[src/rtl/rect_blit_copy_compare_unit_assert.svh]
// Assertion macros shared by the rect blit copy/compare unit.
`ifndef RECT_BLIT_COPY_COMPARE_UNIT_ASSERT_SVH
`define RECT_BLIT_COPY_COMPARE_UNIT_ASSERT_SVH
`ifndef ASSERT_OFF
// condition holds at every clock edge out of reset
`define RBCC_ASSERT_COMB(label, cond) \
	label: assert property (@(posedge clk) disable iff (!arst_n) (cond)) \
		else $error("rbcc assertion failed");
// consequent holds in the same cycle as the antecedent
`define RBCC_ASSERT_IMPL(label, ante, cons) \
	label: assert property (@(posedge clk) disable iff (!arst_n) (ante) |-> (cons)) \
		else $error("rbcc assertion failed");
// consequent holds in the cycle after the antecedent
`define RBCC_ASSERT_NEXT(label, ante, cons) \
	label: assert property (@(posedge clk) disable iff (!arst_n) (ante) |=> (cons)) \
		else $error("rbcc assertion failed");
`else
`define RBCC_ASSERT_COMB(label, cond)
`define RBCC_ASSERT_IMPL(label, ante, cons)
`define RBCC_ASSERT_NEXT(label, ante, cons)
`endif
`endif

[src/rtl/rbcc_pkg.sv]
// Types, constants and helper functions of the rect blit copy/compare unit.
`timescale 1ns / 1ps
package rbcc_pkg;

	localparam int SIZE_BITS_DEF = 24;
	localparam int DIM_BITS_DEF  = 12;

	localparam int STRIDE_W   = 16;
	localparam int SURF_W     = 25;
	localparam int RECT_DIM_W = 12;
	localparam int PSIZE_W    = 2;
	localparam int COORD_W    = 13;
	localparam int PIX_W      = 32;
	localparam int PTR_W      = 26;
	localparam int FAIL_W     = 24;
	localparam int PROD_W     = COORD_W + STRIDE_W + 1;
	localparam int ORG_W      = 32;
	localparam int SUM_W      = 28;

	localparam int CFG_IDX_W  = 3;
	localparam int CFG_DATA_W = 32;

	localparam int QUEUE_DEPTH = 2;

	// input tdata layout
	localparam int SX_LO     = 0;
	localparam int SY_LO     = SX_LO + COORD_W;
	localparam int DX_LO     = SY_LO + COORD_W;
	localparam int DY_LO     = DX_LO + COORD_W;
	localparam int SPIX_LO   = DY_LO + COORD_W;
	localparam int DPIX_LO   = SPIX_LO + PIX_W;
	localparam int IN_BITS   = DPIX_LO + PIX_W;
	localparam int IN_TDATA_W = ((IN_BITS + 7) / 8) * 8;

	// output tdata layout
	localparam int SADR_LO    = 0;
	localparam int DADR_LO    = SADR_LO + PTR_W;
	localparam int WDATA_LO   = DADR_LO + PTR_W;
	localparam int FAIL_LO    = WDATA_LO + PIX_W;
	localparam int OUT_BITS   = FAIL_LO + FAIL_W;
	localparam int OUT_TDATA_W = ((OUT_BITS + 7) / 8) * 8;
	localparam int OUT_TUSER_W = 2;
	localparam int TU_INB      = 0;
	localparam int TU_WE       = 1;

	// register indexes
	localparam logic [CFG_IDX_W-1:0] REG_SRC_STRIDE   = 3'd0;
	localparam logic [CFG_IDX_W-1:0] REG_SRC_SIZE     = 3'd1;
	localparam logic [CFG_IDX_W-1:0] REG_DST_STRIDE   = 3'd2;
	localparam logic [CFG_IDX_W-1:0] REG_DST_SIZE     = 3'd3;
	localparam logic [CFG_IDX_W-1:0] REG_RECT_WIDTH   = 3'd4;
	localparam logic [CFG_IDX_W-1:0] REG_RECT_HEIGHT  = 3'd5;
	localparam logic [CFG_IDX_W-1:0] REG_PIXEL_SIZE   = 3'd6;
	localparam logic [CFG_IDX_W-1:0] REG_COMPARE_MODE = 3'd7;

	// commands
	localparam logic CMD_START = 1'b0;
	localparam logic CMD_PIXEL = 1'b1;

	// pixel size codes
	localparam logic [PSIZE_W-1:0] PIX_1B = 2'd0;
	localparam logic [PSIZE_W-1:0] PIX_2B = 2'd1;
	localparam logic [PSIZE_W-1:0] PIX_4B = 2'd2;

	localparam logic signed [ORG_W-1:0] PTR_HI = ORG_W'((64'sd1 <<< (PTR_W - 1)) - 64'sd1);
	localparam logic signed [ORG_W-1:0] PTR_LO = ORG_W'(-(64'sd1 <<< (PTR_W - 1)));

	typedef struct packed {
		logic [STRIDE_W-1:0]   src_stride;
		logic [SURF_W-1:0]     src_size;
		logic [STRIDE_W-1:0]   dst_stride;
		logic [SURF_W-1:0]     dst_size;
		logic [RECT_DIM_W-1:0] rect_width;
		logic [RECT_DIM_W-1:0] rect_height;
		logic [PSIZE_W-1:0]    pixel_size;
		logic                  compare_mode;
	} rbcc_cfg_t;

	// one classified item on its way from front to back
	typedef struct packed {
		logic                    cmd;
		logic signed [ORG_W-1:0] src_origin;
		logic signed [ORG_W-1:0] dst_origin;
		logic                    mismatch;
		logic [PIX_W-1:0]        pixel;
	} rbcc_item_t;

	// log2 of bytes per pixel; the unused code behaves as two bytes
	function automatic logic [1:0] bpp_shift(input logic [PSIZE_W-1:0] ps);
		logic [1:0] sh;
		case (ps)
			PIX_1B:  sh = 2'd0;
			PIX_2B:  sh = 2'd1;
			PIX_4B:  sh = 2'd2;
			default: sh = 2'd1;
		endcase
		return sh;
	endfunction

	function automatic logic [PIX_W-1:0] pix_mask(input logic [PSIZE_W-1:0] ps);
		logic [PIX_W-1:0] m;
		case (bpp_shift(ps))
			2'd0:    m = 32'h0000_00FF;
			2'd1:    m = 32'h0000_FFFF;
			default: m = 32'hFFFF_FFFF;
		endcase
		return m;
	endfunction

	function automatic logic signed [PTR_W-1:0] sat_ptr(input logic signed [ORG_W-1:0] v);
		logic signed [PTR_W-1:0] r;
		if (v > PTR_HI)
			r = PTR_W'(PTR_HI);
		else if (v < PTR_LO)
			r = PTR_W'(PTR_LO);
		else
			r = PTR_W'(v);
		return r;
	endfunction

	function automatic logic in_surface(input logic signed [PTR_W-1:0] p,
			input logic [SURF_W-1:0] size);
		return !p[PTR_W-1] && (p[PTR_W-2:0] < size);
	endfunction

endpackage

[src/rtl/rbcc_front.sv]
// Front end: takes input items, computes start origins and pixel compare results.
`timescale 1ns / 1ps
module rbcc_front (
	input  rbcc_pkg::rbcc_cfg_t              cfg,
	input  logic                             s_tvalid,
	output logic                             s_tready,
	input  logic [rbcc_pkg::IN_TDATA_W-1:0]  s_tdata,
	input  logic                             s_tuser,
	output logic                             q_push,
	output rbcc_pkg::rbcc_item_t             q_item,
	input  logic                             q_full
);
	import rbcc_pkg::*;

	logic signed [COORD_W-1:0] sx, sy, dx, dy;
	logic [PIX_W-1:0]          spix, dpix, mask;
	logic [1:0]                shift;
	logic signed [PROD_W-1:0]  src_prod, dst_prod;
	logic signed [ORG_W-1:0]   sx_w, dx_w;

	assign sx   = s_tdata[SX_LO +: COORD_W];
	assign sy   = s_tdata[SY_LO +: COORD_W];
	assign dx   = s_tdata[DX_LO +: COORD_W];
	assign dy   = s_tdata[DY_LO +: COORD_W];
	assign spix = s_tdata[SPIX_LO +: PIX_W];
	assign dpix = s_tdata[DPIX_LO +: PIX_W];

	assign shift = bpp_shift(cfg.pixel_size);
	assign mask  = pix_mask(cfg.pixel_size);

	// row offset: signed row times unsigned stride
	assign src_prod = sy * $signed({1'b0, cfg.src_stride});
	assign dst_prod = dy * $signed({1'b0, cfg.dst_stride});
	assign sx_w     = ORG_W'(sx);
	assign dx_w     = ORG_W'(dx);

	always_comb begin
		q_item.cmd        = s_tuser;
		q_item.src_origin = ORG_W'(src_prod) + (sx_w <<< shift);
		q_item.dst_origin = ORG_W'(dst_prod) + (dx_w <<< shift);
		q_item.mismatch   = ((spix ^ dpix) & mask) != '0;
		q_item.pixel      = spix & mask;
	end

	assign s_tready = !q_full;
	assign q_push   = s_tvalid && !q_full;

endmodule

[src/rtl/rbcc_fifo.sv]
// Small register queue between the front end and the walker.
`timescale 1ns / 1ps
module rbcc_fifo #(
	parameter int WIDTH = 8,
	parameter int DEPTH = 2
) (
	input  logic             clk,
	input  logic             arst_n,
	input  logic             push,
	input  logic [WIDTH-1:0] push_data,
	output logic             full,
	input  logic             pop,
	output logic [WIDTH-1:0] pop_data,
	output logic             empty
);
	localparam int AW = (DEPTH > 1) ? $clog2(DEPTH) : 1;
	localparam int CW = $clog2(DEPTH + 1);

	logic [WIDTH-1:0] mem_q [DEPTH];
	logic [AW-1:0]    wr_q, rd_q;
	logic [CW-1:0]    cnt_q;

	assign full     = cnt_q == CW'(DEPTH);
	assign empty    = cnt_q == '0;
	assign pop_data = mem_q[rd_q];

	always_ff @(posedge clk) begin
		if (push)
			mem_q[wr_q] <= push_data;
	end

	always_ff @(posedge clk or negedge arst_n) begin
		if (!arst_n) begin
			wr_q  <= '0;
			rd_q  <= '0;
			cnt_q <= '0;
		end else begin
			if (push)
				wr_q <= (wr_q == AW'(DEPTH - 1)) ? '0 : wr_q + AW'(1);
			if (pop)
				rd_q <= (rd_q == AW'(DEPTH - 1)) ? '0 : rd_q + AW'(1);
			if (push && !pop)
				cnt_q <= cnt_q + CW'(1);
			else if (pop && !push)
				cnt_q <= cnt_q - CW'(1);
		end
	end

endmodule

[src/rtl/rbcc_back.sv]
// Back end: rectangle walker state, clipping, failure count and output register.
`timescale 1ns / 1ps
`include "rect_blit_copy_compare_unit_assert.svh"
module rbcc_back #(
	parameter int SIZE_BITS = rbcc_pkg::SIZE_BITS_DEF,
	parameter int DIM_BITS  = rbcc_pkg::DIM_BITS_DEF
) (
	input  logic                              clk,
	input  logic                              arst_n,
	input  rbcc_pkg::rbcc_cfg_t               cfg,
	input  rbcc_pkg::rbcc_item_t              q_item,
	input  logic                              q_empty,
	output logic                              q_pop,
	output logic                              m_tvalid,
	input  logic                              m_tready,
	output logic [rbcc_pkg::OUT_TDATA_W-1:0]  m_tdata,
	output logic [rbcc_pkg::OUT_TUSER_W-1:0]  m_tuser,
	output logic                              m_tlast
);
	import rbcc_pkg::*;

	localparam int CW = (DIM_BITS > RECT_DIM_W) ? DIM_BITS : RECT_DIM_W;
	localparam logic [FAIL_W-1:0] FAIL_CAP = (SIZE_BITS >= FAIL_W) ? {FAIL_W{1'b1}} :
		FAIL_W'((64'd1 << SIZE_BITS) - 64'd1);

	// walker state
	logic signed [PTR_W-1:0] src_ptr_q, dst_ptr_q;
	logic [DIM_BITS-1:0]     col_q, row_q;
	logic [FAIL_W-1:0]       fail_q;
	logic                    busy_q;

	// output register
	logic                    out_valid_q;
	logic signed [PTR_W-1:0] out_src_q, out_dst_q;
	logic                    out_inb_q, out_we_q, out_done_q;
	logic [PIX_W-1:0]        out_wdata_q;
	logic [FAIL_W-1:0]       out_fail_q;

	logic [1:0]              shift;
	logic signed [SUM_W-1:0] bpp, wbytes, src_jump, dst_jump, src_sum, dst_sum;
	logic [DIM_BITS-1:0]     col_inc, row_inc;
	logic                    wrap, cur_ok, fail_hit;

	logic signed [PTR_W-1:0] src_n, dst_n;
	logic [DIM_BITS-1:0]     col_n, row_n;
	logic [FAIL_W-1:0]       fail_n;
	logic                    busy_n, we_n;
	logic [PIX_W-1:0]        wdata_n;

	assign q_pop = !q_empty && (!out_valid_q || m_tready);

	assign shift    = bpp_shift(cfg.pixel_size);
	assign bpp      = SUM_W'(1) << shift;
	assign wbytes   = SUM_W'(cfg.rect_width) << shift;
	// end of row: back over the row, then one stride down
	assign src_jump = bpp - wbytes + SUM_W'(cfg.src_stride);
	assign dst_jump = bpp - wbytes + SUM_W'(cfg.dst_stride);

	assign col_inc = col_q + DIM_BITS'(1);
	assign row_inc = row_q + DIM_BITS'(1);
	assign wrap    = CW'(col_inc) >= CW'(cfg.rect_width);
	assign src_sum = SUM_W'(src_ptr_q) + (wrap ? src_jump : bpp);
	assign dst_sum = SUM_W'(dst_ptr_q) + (wrap ? dst_jump : bpp);

	assign cur_ok   = in_surface(src_ptr_q, cfg.src_size) && in_surface(dst_ptr_q, cfg.dst_size);
	assign fail_hit = (!cur_ok || q_item.mismatch) && (fail_q < FAIL_CAP);

	always_comb begin
		src_n   = src_ptr_q;
		dst_n   = dst_ptr_q;
		col_n   = col_q;
		row_n   = row_q;
		fail_n  = fail_q;
		busy_n  = busy_q;
		we_n    = 1'b0;
		wdata_n = '0;
		if (q_item.cmd == CMD_START) begin
			src_n  = sat_ptr(q_item.src_origin);
			dst_n  = sat_ptr(q_item.dst_origin);
			col_n  = '0;
			row_n  = '0;
			fail_n = '0;
			busy_n = (cfg.rect_width != '0) && (cfg.rect_height != '0);
		end else if (busy_q) begin
			if (cfg.compare_mode) begin
				if (fail_hit)
					fail_n = fail_q + FAIL_W'(1);
			end else if (cur_ok) begin
				we_n    = 1'b1;
				wdata_n = q_item.pixel;
			end
			if (wrap) begin
				col_n = '0;
				row_n = row_inc;
				if (CW'(row_inc) >= CW'(cfg.rect_height))
					busy_n = 1'b0;
			end else begin
				col_n = col_inc;
			end
			src_n = sat_ptr(ORG_W'(src_sum));
			dst_n = sat_ptr(ORG_W'(dst_sum));
		end
	end

	always_ff @(posedge clk or negedge arst_n) begin
		if (!arst_n) begin
			src_ptr_q   <= '0;
			dst_ptr_q   <= '0;
			col_q       <= '0;
			row_q       <= '0;
			fail_q      <= '0;
			busy_q      <= 1'b0;
			out_valid_q <= 1'b0;
		end else begin
			if (q_pop) begin
				src_ptr_q   <= src_n;
				dst_ptr_q   <= dst_n;
				col_q       <= col_n;
				row_q       <= row_n;
				fail_q      <= fail_n;
				busy_q      <= busy_n;
				out_valid_q <= 1'b1;
			end else if (m_tready) begin
				out_valid_q <= 1'b0;
			end
		end
	end

	always_ff @(posedge clk) begin
		if (q_pop) begin
			out_src_q   <= src_n;
			out_dst_q   <= dst_n;
			out_inb_q   <= in_surface(src_n, cfg.src_size) && in_surface(dst_n, cfg.dst_size);
			out_we_q    <= we_n;
			out_wdata_q <= wdata_n;
			out_fail_q  <= cfg.compare_mode ? fail_n : '0;
			out_done_q  <= !busy_n;
		end
	end

	always_comb begin
		m_tdata                       = '0;
		m_tdata[SADR_LO +: PTR_W]     = out_src_q;
		m_tdata[DADR_LO +: PTR_W]     = out_dst_q;
		m_tdata[WDATA_LO +: PIX_W]    = out_wdata_q;
		m_tdata[FAIL_LO +: FAIL_W]    = out_fail_q;
		m_tuser                       = '0;
		m_tuser[TU_INB]               = out_inb_q;
		m_tuser[TU_WE]                = out_we_q;
	end

	assign m_tvalid = out_valid_q;
	assign m_tlast  = out_done_q;

	`RBCC_ASSERT_COMB(a_fail_capped, fail_q <= FAIL_CAP)
	`RBCC_ASSERT_NEXT(a_start_clears, q_pop && q_item.cmd == CMD_START, col_q == '0 && row_q == '0 && fail_q == '0)
	`RBCC_ASSERT_NEXT(a_fail_monotone, q_pop && q_item.cmd == CMD_PIXEL, fail_q >= $past(fail_q))
	`RBCC_ASSERT_IMPL(a_wdata_gated, out_valid_q && !out_we_q, out_wdata_q == '0)

endmodule

[src/rtl/rect_blit_copy_compare_unit.sv]
// Top level of the rectangle blit copy/compare unit: config registers and the three parts.
`timescale 1ns / 1ps
// Rectangle blit engine. Program the eight registers (strides, surface sizes, rectangle
// width and height, pixel size, copy or compare mode) while the unit is idle, then send
// a start item (tuser = 0) with the source and destination origins; its result carries
// the first address pair. Each following pixel item (tuser = 1) brings the pixels read at
// the addresses of the previous result and returns the next pair, a write strobe with
// masked data in copy mode, and the running failure count in compare mode. Pixels that
// fall outside either surface are dropped in copy mode and counted as failures in compare
// mode. tlast on the result is high once the rectangle is done (or none is running).
// Throughput is one item per clock unless m_tready holds back the result: the walker updates
// both pointers, the column and row counters and the failure count with one saturating add
// and compare per item. An input item is registered in the two-entry queue behind the front
// end (which does the origin multiply and pixel compare), then in the output register.
module rect_blit_copy_compare_unit #(
	parameter int SIZE_BITS = rbcc_pkg::SIZE_BITS_DEF,   // failure count saturation width
	parameter int DIM_BITS  = rbcc_pkg::DIM_BITS_DEF     // column / row counter width
) (
	input  logic                              clk,
	input  logic                              arst_n,
	// input items
	input  logic                              s_tvalid,
	output logic                              s_tready,
	// src_x[12:0], src_y[25:13], dst_x[38:26], dst_y[51:39],
	// src_pixel[83:52], dst_pixel[115:84], zero pad to 120
	input  logic [rbcc_pkg::IN_TDATA_W-1:0]   s_tdata,
	// command: 0 start rectangle, 1 pixel step
	input  logic                              s_tuser,
	// result items
	output logic                              m_tvalid,
	input  logic                              m_tready,
	// src_address[25:0], dst_address[51:26], write_data[83:52],
	// failure_count[107:84], zero pad to 112
	output logic [rbcc_pkg::OUT_TDATA_W-1:0]  m_tdata,
	// in_bounds[0], write_enable[1]
	output logic [rbcc_pkg::OUT_TUSER_W-1:0]  m_tuser,
	// done_res
	output logic                              m_tlast,
	// register writes
	input  logic                              cfg_valid,
	output logic                              cfg_ready,
	input  logic [rbcc_pkg::CFG_IDX_W-1:0]    cfg_index,
	input  logic [rbcc_pkg::CFG_DATA_W-1:0]   cfg_data
);
	import rbcc_pkg::*;

	// rectangle dimensions keep only the low DIM_BITS bits
	localparam logic [RECT_DIM_W-1:0] DIM_MASK = (DIM_BITS >= RECT_DIM_W) ?
		{RECT_DIM_W{1'b1}} : RECT_DIM_W'((64'd1 << DIM_BITS) - 64'd1);
	localparam int ITEM_W = $bits(rbcc_item_t);

	rbcc_cfg_t           cfg_q;
	rbcc_item_t          push_item, pop_item;
	logic [ITEM_W-1:0]   pop_bits;
	logic                q_push, q_pop, q_full, q_empty;

	assign cfg_ready = 1'b1;

	always_ff @(posedge clk or negedge arst_n) begin
		if (!arst_n) begin
			cfg_q <= '0;
		end else if (cfg_valid) begin
			case (cfg_index)
				REG_SRC_STRIDE:   cfg_q.src_stride   <= cfg_data[STRIDE_W-1:0];
				REG_SRC_SIZE:     cfg_q.src_size     <= cfg_data[SURF_W-1:0];
				REG_DST_STRIDE:   cfg_q.dst_stride   <= cfg_data[STRIDE_W-1:0];
				REG_DST_SIZE:     cfg_q.dst_size     <= cfg_data[SURF_W-1:0];
				REG_RECT_WIDTH:   cfg_q.rect_width   <= cfg_data[RECT_DIM_W-1:0] & DIM_MASK;
				REG_RECT_HEIGHT:  cfg_q.rect_height  <= cfg_data[RECT_DIM_W-1:0] & DIM_MASK;
				REG_PIXEL_SIZE:   cfg_q.pixel_size   <= cfg_data[PSIZE_W-1:0];
				REG_COMPARE_MODE: cfg_q.compare_mode <= cfg_data[0];
				default: ;
			endcase
		end
	end

	rbcc_front u_front (
		.cfg      (cfg_q),
		.s_tvalid (s_tvalid),
		.s_tready (s_tready),
		.s_tdata  (s_tdata),
		.s_tuser  (s_tuser),
		.q_push   (q_push),
		.q_item   (push_item),
		.q_full   (q_full)
	);

	rbcc_fifo #(
		.WIDTH (ITEM_W),
		.DEPTH (QUEUE_DEPTH)
	) u_fifo (
		.clk       (clk),
		.arst_n    (arst_n),
		.push      (q_push),
		.push_data (push_item),
		.full      (q_full),
		.pop       (q_pop),
		.pop_data  (pop_bits),
		.empty     (q_empty)
	);

	assign pop_item = rbcc_item_t'(pop_bits);

	rbcc_back #(
		.SIZE_BITS (SIZE_BITS),
		.DIM_BITS  (DIM_BITS)
	) u_back (
		.clk      (clk),
		.arst_n   (arst_n),
		.cfg      (cfg_q),
		.q_item   (pop_item),
		.q_empty  (q_empty),
		.q_pop    (q_pop),
		.m_tvalid (m_tvalid),
		.m_tready (m_tready),
		.m_tdata  (m_tdata),
		.m_tuser  (m_tuser),
		.m_tlast  (m_tlast)
	);

endmodule
[config.mk]
export PLATFORM = sky130hd
export DESIGN_NAME = rect_blit_copy_compare_unit
export DESIGN_NICKNAME = d
export VERILOG_FILES = /design/src/rtl/rbcc_pkg.sv /design/src/rtl/rbcc_front.sv /design/src/rtl/rbcc_fifo.sv /design/src/rtl/rbcc_back.sv /design/src/rtl/rect_blit_copy_compare_unit.sv
export VERILOG_INCLUDE_DIRS = /design/src /design/src/rtl
export SDC_FILE = /design/constraint.sdc
export NUM_CORES = 2
export LEC_CHECK = 0
export BUFFER_PORTS_ARGS = -buffer_cell sky130_fd_sc_hd__clkbuf_2
export CORE_ASPECT_RATIO = 0.7
export CORE_MARGIN = 2
export CORE_UTILIZATION = 35
export DETAILED_ROUTE_END_ITERATION = 10
export HOLD_SLACK_MARGIN = 0.15
export PLACE_DENSITY = 0.48
export SYNTH_ARGS = -nofsm -noshare
export SYNTH_HDL_FRONTEND = slang
export SYNTH_SLANG_ARGS = --single-unit
[constraint.sdc]
create_clock -name clk -period 12.7 [get_ports clk]
set_clock_uncertainty 0.2 [all_clocks]
set_input_delay 0 -clock clk [delete_from_list [all_inputs] [get_ports clk]]
set_output_delay 0 -clock clk [all_outputs]
set_load 0.02 [all_outputs]
==> results.py <==
metrics = {
    "status": {
        "outcome": "completed",
    },
    "floorplan": {
        "rows": 110,
        "dieArea_mm2": 0.133,
        "die_h_um": 305,
        "core_area_mm2": 0.129,
        "die_x_um": 435,
        "start_util": 0.353,
        "ios": 279,
    },
    "drt": {
        "drc": 0,
        "dr_total_vias": 34100,
        "routedWlPerCell_um": 21.5,
        "vias_per_cell": 5.09,
        "antenna_left": 0,
        "drt_wl_total_um": 144000,
        "drtPass1Iterations": 5,
        "drtIter0Drc": 2724,
    },
    "yosys": {
        "yosysMostFrequentCell": "nand2_1",
        "synth_edf_count": 307,
        "synth_area_mm2": 0.0454,
        "synthTopCellsByCount": "510 x nand2_1, 502 x inv_1, 426 x ha_1",
        "synthFlopType": "edfxtp_1",
        "yosysTopAreaCell": "edfxtp_1",
        "async_flop_share": 0.412,
        "ys_seq_area_frac": 0.321,
        "ys_types": 93,
        "synth_top_area_frac": 0.203,
        "ys_ff_latch": 522,
        "synth_area_leaders": "edfxtp_1 20%, fa_1 16%, dfrtp_1 12%, ha_1 12%, nand2_1 4.2%",
        "synthCells": 4554,
        "avgSynthCellArea_um2": 9.98,
        "synth_warnings": 0,
    },
    "global_route": {
        "grt_overflow": 0,
        "antenna_found_initial": 16,
        "grt_max_degree": 134,
        "grt_usage": 0.216,
        "grt_pass1_vias": 33500,
        "grt_pass1_wl_um": 217000,
    },
    "layout": {
        "syn_to_final_growth_pct": 15.3,
        "fin_nets": 5861,
        "drive_gt1_frac": 0.114,
        "layoutNonFillerInstCount": 6702,
        "fin_util": 0.407,
        "multi_input_area_mm2": 0.0283,
        "regArea_mm2": 0.0146,
        "n_fill_cell": 12700,
    },
    "worst_setup_path": {
        "path_buf_inv": 2,
        "required_ps": 13030,
        "max_stage_delay_ps": 560,
        "r2r_slack_ps": 1190,
        "reg2reg_depth": 46,
        "worstPathArrival_ps": 11840,
        "cpMostUsedCell": "o21ai_0",
        "worst_path_max_delay_cell": "buf_4",
        "cp_top_family": "compound AO/OA/AOI/OAI gates",
        "cp-start-kind": "register",
        "path_class": "register to register",
        "regToRegStartpoint": "cfg_q[2]",
        "r2r_end": "u_back.out_inb_q",
        "crit_fanout": 33,
        "cp.depth": 46,
        "end_kind": "register",
    },
    "sta": {
        "worst_pin_slew_ps": 1310,
        "tns_ps": 0,
        "fin_crit_sh": 0.906,
        "relSlewSlack": 0.129,
        "worst_slack_ps": 1190,
        "finalHoldViolations": 0,
        "max_freq_mhz": 86.9,
        "finalMaxSlewViolations": 0,
        "rsz0062_at_grt": "no",
        "finalCriticalPeriod_ps": 11510,
        "setup_viol": 0,
    },
    "place": {
        "dp_cells": 6427,
        "pre_cts_ws_ps": 1310,
        "port_buffers": 262,
        "place_hpwl_um": 110000,
        "gp_congestion": 0.918,
    },
    "min_path": {
        "whs_path_depth": 6,
        "hold-path-endpoint": "u_fifo.mem_q[0][36]",
        "hp-class": "input pin to register",
        "worstHoldStart": "s_tdata[28]",
    },
    "clock_network": {
        "cts_made_buffers": 61,
        "clk_latency_ps": 680,
        "clock-root-buffer": "clkbuf_16",
        "cts.sinks": 522,
        "clkTransAtPathRegs_ps": 60,
        "cts_tree": "yes",
        "cts_buffer_depth": 3,
        "cts.htree.levels": 2,
    },
    "flow_run": {
        "cap_viol_max_count": 0,
    },
}
-- per-layer routing --
metal / GRT usage / vias to the layer above / part of all wire
li1: - / 16300 / -
met1: 0.356 / 16900 / 0.53
met2: 0.296 / 881 / 0.39
met3: 0.0349 / 105 / 0.064
met4: 0.0304 / 4 / 0.013
met5: 0 / - / 0.00019
-- tightest hold or removal path: stages --
cell	delay (ps)
clkbuf_2	130
mux2i_1	70
o21ai_0	180
ha_1	160
ha_1	180
fa_1	190
-- layout by cell type, fill, tap and decap left out, drive strengths merged, types with 205 or more instances in the layout --
cell    Yosys  layout
a21oi     205     205
clkbuf    154     347
dfrtp     215     215
edfxtp    307     307
fa        366     366
ha        426     426
inv       504     509
nand2     510     510
nor2      279     279
o21ai     234     234
-- sequential cells by signal (all words and copies together), names as in the netlist, 12 cells and up --
name and cells:
u_back.out_fail_q 24, u_back.row_q 12, u_back.src_ptr_q 26, u_back.out_wdata_q 32, u_back.fail_q 24, u_back.out_dst_q 26, u_back.dst_ptr_q 26, cfg_q 109
u_back.out_src_q 26, u_back.col_q 12, u_fifo.mem_q 196
-- metrics by stage --
step,hold WS [ps],area [um2]
4_1_cts,163,52300
6_report,192,52400
5_1_grt,212,52300
2_1_floorplan,-496,45400
3_3_place_gp,-116,48700
3_5_place_dp,-117,48700
-- cells by family after synthesis --
logic type | Yosys count | synth area share
AOI/OAI and AO/OA | 824 | 0.116
adders and majority gates | 792 | 0.279
xor gates and xnor gates | 207 | 0.0405
other | 2 | 0.000165
and+or+nand+nor | 1323 | 0.138
DFF | 522 | 0.321
buffers and inverters | 684 | 0.0576
muxes | 200 | 0.0472
-- area by class of cell --
cell class	count	share of cell area
clock buffers	86	0.0339
clock inverters	29	0.00550
inverters	504	0.0362
well taps	1736	0.0415
repair buffers	467	0.0626
flip-flops and latches	522	0.279
diodes	6	0.000287
multi-input cells	3352	0.541
-- worst max path at each step --
stage                        start          endpoint  slack [ps]
after floorplan           cfg_q[1]  u_back.out_inb_q        3320
after global placement    cfg_q[2]  u_back.out_inb_q        1440
after detailed placement  cfg_q[2]  u_back.out_inb_q        1310
after CTS                 cfg_q[2]  u_back.out_inb_q        1300
after global routing      cfg_q[2]  u_back.out_inb_q         270
final                     cfg_q[2]  u_back.out_inb_q        1190
-- repair_timing --
action / in CTS / in global routing
gates resized for setup: 0 / 0
hold endpoints to repair: 541 / 0
buffers inserted: 0 / 0
hold buffers: 154 / 0
Power is not shown: default switching activity piles up to over one toggle a cycle in this logic, so the estimate is an artifact.
